File: src/rtl/otsu_ram.sv
`timescale 1ns / 1ps
// Generic single-clock RAM: one write port, one read port, registered read.
// No dependencies.
module otsu_ram #(
	parameter int WIDTH = 8,
	parameter int DEPTH = 256
) (
	input  logic                     clk,
	input  logic                     we,
	input  logic [$clog2(DEPTH)-1:0] waddr,
	input  logic [WIDTH-1:0]         wdata,
	input  logic [$clog2(DEPTH)-1:0] raddr,
	output logic [WIDTH-1:0]         rdata
);

	logic [WIDTH-1:0] mem [DEPTH];

	// A read of the address being written returns the old contents.
	always_ff @(posedge clk) begin
		if (we) begin
			mem[waddr] <= wdata;
		end
		rdata <= mem[raddr];
	end

endmodule

File: config.mk
export PLATFORM = sky130hd
export DESIGN_NAME = otsu_ram
export DESIGN_NICKNAME = d
export VERILOG_FILES = /design/src/rtl/otsu_ram.sv
export SDC_FILE = /design/constraint.sdc
export NUM_CORES = 2
export LEC_CHECK = 0
export BUFFER_PORTS_ARGS = -buffer_cell sky130_fd_sc_hd__buf_2
export CORE_ASPECT_RATIO = 0.5
export CORE_MARGIN = 5
export CORE_UTILIZATION = 40
export CTS_BUF_LIST = sky130_fd_sc_hd__clkbuf_2 sky130_fd_sc_hd__clkbuf_4 sky130_fd_sc_hd__clkbuf_8
export DETAILED_ROUTE_END_ITERATION = 8
export SKIP_LAST_GASP = 1
export SYNTH_ARGS = -nofsm -noshare
export SYNTH_HDL_FRONTEND = slang
export SYNTH_SLANG_ARGS = --single-unit
File: constraint.sdc
create_clock -name clk -period 2.8 [get_ports clk]
set_input_delay 0.42 -clock clk [delete_from_list [all_inputs] [get_ports clk]]
set_output_delay 0.42 -clock clk [all_outputs]
set_load 0.01 [all_outputs]
== Word-level counts from Yosys, hierarchy flattened ==
Memories as Yosys holds them, arrays and structs flattened. A register that Yosys moved wholly into a read port is not among the register bits.
Index checks and enable logic that the tools add are counted.

* Output and inout bits: 8
* Memory bits (writable): 2,048
* Register bits: 0
* Memories: 1

* Multiplexer cells: 2

{| class="wikitable"
|+ Memory list
! memory !! depth !! width !! read ports !! clocked after memory_dff !! write ports !! line !! RTL
|-
| mem || 256 || 8 || 1 || 1 || 1 || 16 || <nowiki>logic [WIDTH-1:0] mem [DEPTH];</nowiki>
|}

{| class="wikitable"
|+ Operators with widths
! operator !! number
|-
| $mux 1 || 2
|}

== Longest topological paths before layout ==
* Word-level depth: 2
* Gate-level depth with buffers: 11
* Gate-level depth less buffers: 6

== Least setup slack after synthesis ==
OpenSTA, ideal clock, no wires.

* Path type: input -> register
* Start: in raddr[0]
* End: reg rdata[2] (read register of mem)
* Cell stages on the path: 9
* Path buffers: 4
* Setup time: 131 ps
* Required time: 2,669 ps
* Slack: 442 ps
* Arrival time: 2,227 ps
* Cell sequence: buf_6 -> buf_12 -> buf_8 -> buf_2 -> mux4_2 -> a22oi_1 -> a21oi_1 -> nor4_1 -> nor4_2

{| class="wikitable"
|+ RTL lines
! what !! line !! RTL
|-
| from (decl) || 12 || <nowiki>input logic [$clog2(DEPTH)-1:0] raddr,</nowiki>
|-
| to (decl) || 13 || <nowiki>output logic [WIDTH-1:0] rdata</nowiki>
|}

==> out/metrics.cfg <==
[cells_and_area]
drive_gt1_share_pct = 34.0
layout.nets = 4493
final_core_util_pct = 47.3
synthToLayoutAreaGrowth_pct = 17.1

[yosys]
synth_edf_count = 2048
yosysSeqAreaShare_pct = 77.5
synth_ff_type = edfxtp_1
yosysUniqueCellTypes = 55
synth.most_common_cell = edfxtp_1
ys_ff_latch = 2056
async_reset_ff_share_pct = 0
yosysWarnings = 0
syn-num-nets = 3759
synth_area_leader_cell = edfxtp_1
syn_area_um2 = 79600
yosys.area.top_type_share_pct = 77.3
synth_common_cells = edfxtp_1 (2048), mux4_2 (454), nor2_1 (282)
netlist_instances = 3733
syn_avg_cell_area_um2 = 21.3
synth.top_cells.by_area = edfxtp_1 (77%), mux4_2 (13%), mux2i_1 (1.7%)

[setup_path]
worstSetupPathType = flop to flop
cp_slowest_cell = nor3_1
reg2reg_slack_ps = 8
required_ps = 3730
cp.arrival_ps = 3720
path_cells = mux4_2 > o21ai_0 > a2111oi_1 > nor3_1 > buf_4 > nor4_1
worstSetupEndpointType = flop
crit_fanout = 1
worstSetupStartpointType = flop
max_stage_delay_ps = 750

[die]
initial_utilization_pct = 40.4
rows = 115
die_area_um2 = 208000
die_h_um = 325
io_pins = 34
core-area_um2 = 197000
die_w_um = 641

[placed_design]
dpl.hpwl_um = 133000
gp_congestion = 0.851
port_buffers = 33

[route]
num_vias = 41300
wl_per_cell_um = 28.2
drt-initial-drc-count = 4738
drcViolationCount = 0
ant_nets = 0
vias_per_cell = 5.64
routed_wl_um = 207000
dr.pass1.iters = 6

[cts]
cts_tree = done
clk_latency_ps = 1030
h-tree-depth = 5
cts-root-buf = clkbuf_8
numCtsBuffers = 314
clockBufferDepth = 4
clkTransAtPathRegs_ps = 60
cts_sinks = 2056

[power_and_ir_drop]
power_density_nw_per_um2 = 654
p_leak_uw = 0.0300
ir_drop_v = 0.000537
p_total_uw = 61000

[sta]
slew_viol_final = 0
rsz0062_at_grt = false
fin_crit_sh_pct = 99.7
finClkSkew_ps = 79.3
min_period_ps = 2790
finalSetupViolCount = 0
fmax_mhz = 358
finalHoldViolations = 0
slew_headroom_pct = 35.2
tightestPinTransition_ps = 972
hold_slack_ps = 52.3
tns_ps = 0

[global_routing]
grt_pass1_vias = 42200
grt_first_pass_wirelength_um = 301000
grt_max_degree = 92
grt_usage_pct = 19.8
antenna_found_initial = 13
grt_remaining_overflow = 0

[outcome]
status = completed

[worst_hold_path]
hold_path.class = input pin to flop

[flow_run]
maxCapViolations = 0

==> path summary, 6_finish.rpt <==
kind | startpoint | end | cells after the start
hold / removal | wdata[7] | mem[62][7] | 1
setup reg to reg | mem[171][1] | rdata[1] | 6
setup / recovery | mem[171][1] | rdata[1] | 6
hold reg to reg | mem[51][2] | rdata[2] | 6
==> stage by stage <==
stage | cell area [µm²] | std cells | setup slack [ps]
floorplan | 79600 | 3733 | 442
global placement | 87300 | 6775 | -1400
detailed placement | 87300 | 6777 | -1210
CTS | 93100 | 7311 | 69.4
global route | 93200 | 7319 | 27.0
finish | 93200 | 7320 | 8.10
==> critical path: cells and delay by family (launching register included) <==
family | cells | cell delay [ps]
buffers and inverters | 1 | 240
AO/OA/AOI/OAI | 2 | 790
AND/OR/NAND/NOR | 2 | 800
flip-flops | 1 | 360
multiplexers | 1 | 530
==> registers in the layout (all words and copies together), names as in the netlist <==
| register | flops |
|---|---|
| mem | 2048 |
| rdata | 8 |
==> what timing repair did <==
item	in CTS	in global routing
hold buffers	6	0
resized for setup	4	2
endpoints found under the hold margin	274	0
gates cloned	0	0
setup buffers	0	0
endpoints found under the setup margin	4	2
==> placed cells by master, fill, tap and decap left out, types with 20 or more instances in the layout <==
master    instances
edfxtp_1       2048
buf_4           535
mux4_2          454
clkbuf_8        329
nor2_1          279
mux2i_1         134
a22oi_1         133
clkbuf_4         97
a21oi_1          96
buf_12           79
clkinv_1         68
o221ai_1         46
nand3_1          34
nand2_1          33
o22ai_1          28
nor2b_1          28
clkinv_2         27
buf_2            21
nor3_1           20
==> report_power, final <==
group	internal (µW)	switching [µW]	leakage (µW)
Combinational	1360	2130	0.00847
Clock	12300	11200	0.00303
Sequential	33900	84.3	0.0185
==> metal layers <==
metal / wire length (µm) / vias up / global-route usage [%]
li1: - / 17200 / -
met1: 86700 / 21900 / 28.7
met2: 96900 / 1899 / 30.4
met3: 17700 / 333 / 4.27
met4: 5360 / 0 / 5.57
met5: 0 / - / 0
==> logic make-up after synthesis <==
| logic type | share of synthesized area (%) |
|---|---|
| multiplexers | 14.6 |
| flip-flops | 77.5 |
| AO/OA/AOI/OAI | 3.42 |
| buffers and inverters | 1.83 |
| AND/OR/NAND/NOR | 2.63 |
==> layout make-up <==
type	instances	area (µm²)
Clock inverter	110	599
Multi-Input combinational cell	1442	16600
Fill cell	16200	104000
Sequential cell	2056	61700
Tap cell	2632	3290
Clock buffer	418	5150
Inverter	2	7.51
Timing Repair Buffer	651	5900
Antenna cell	9	22.5
No activity file was read; power rests on OpenSTA's default activity.
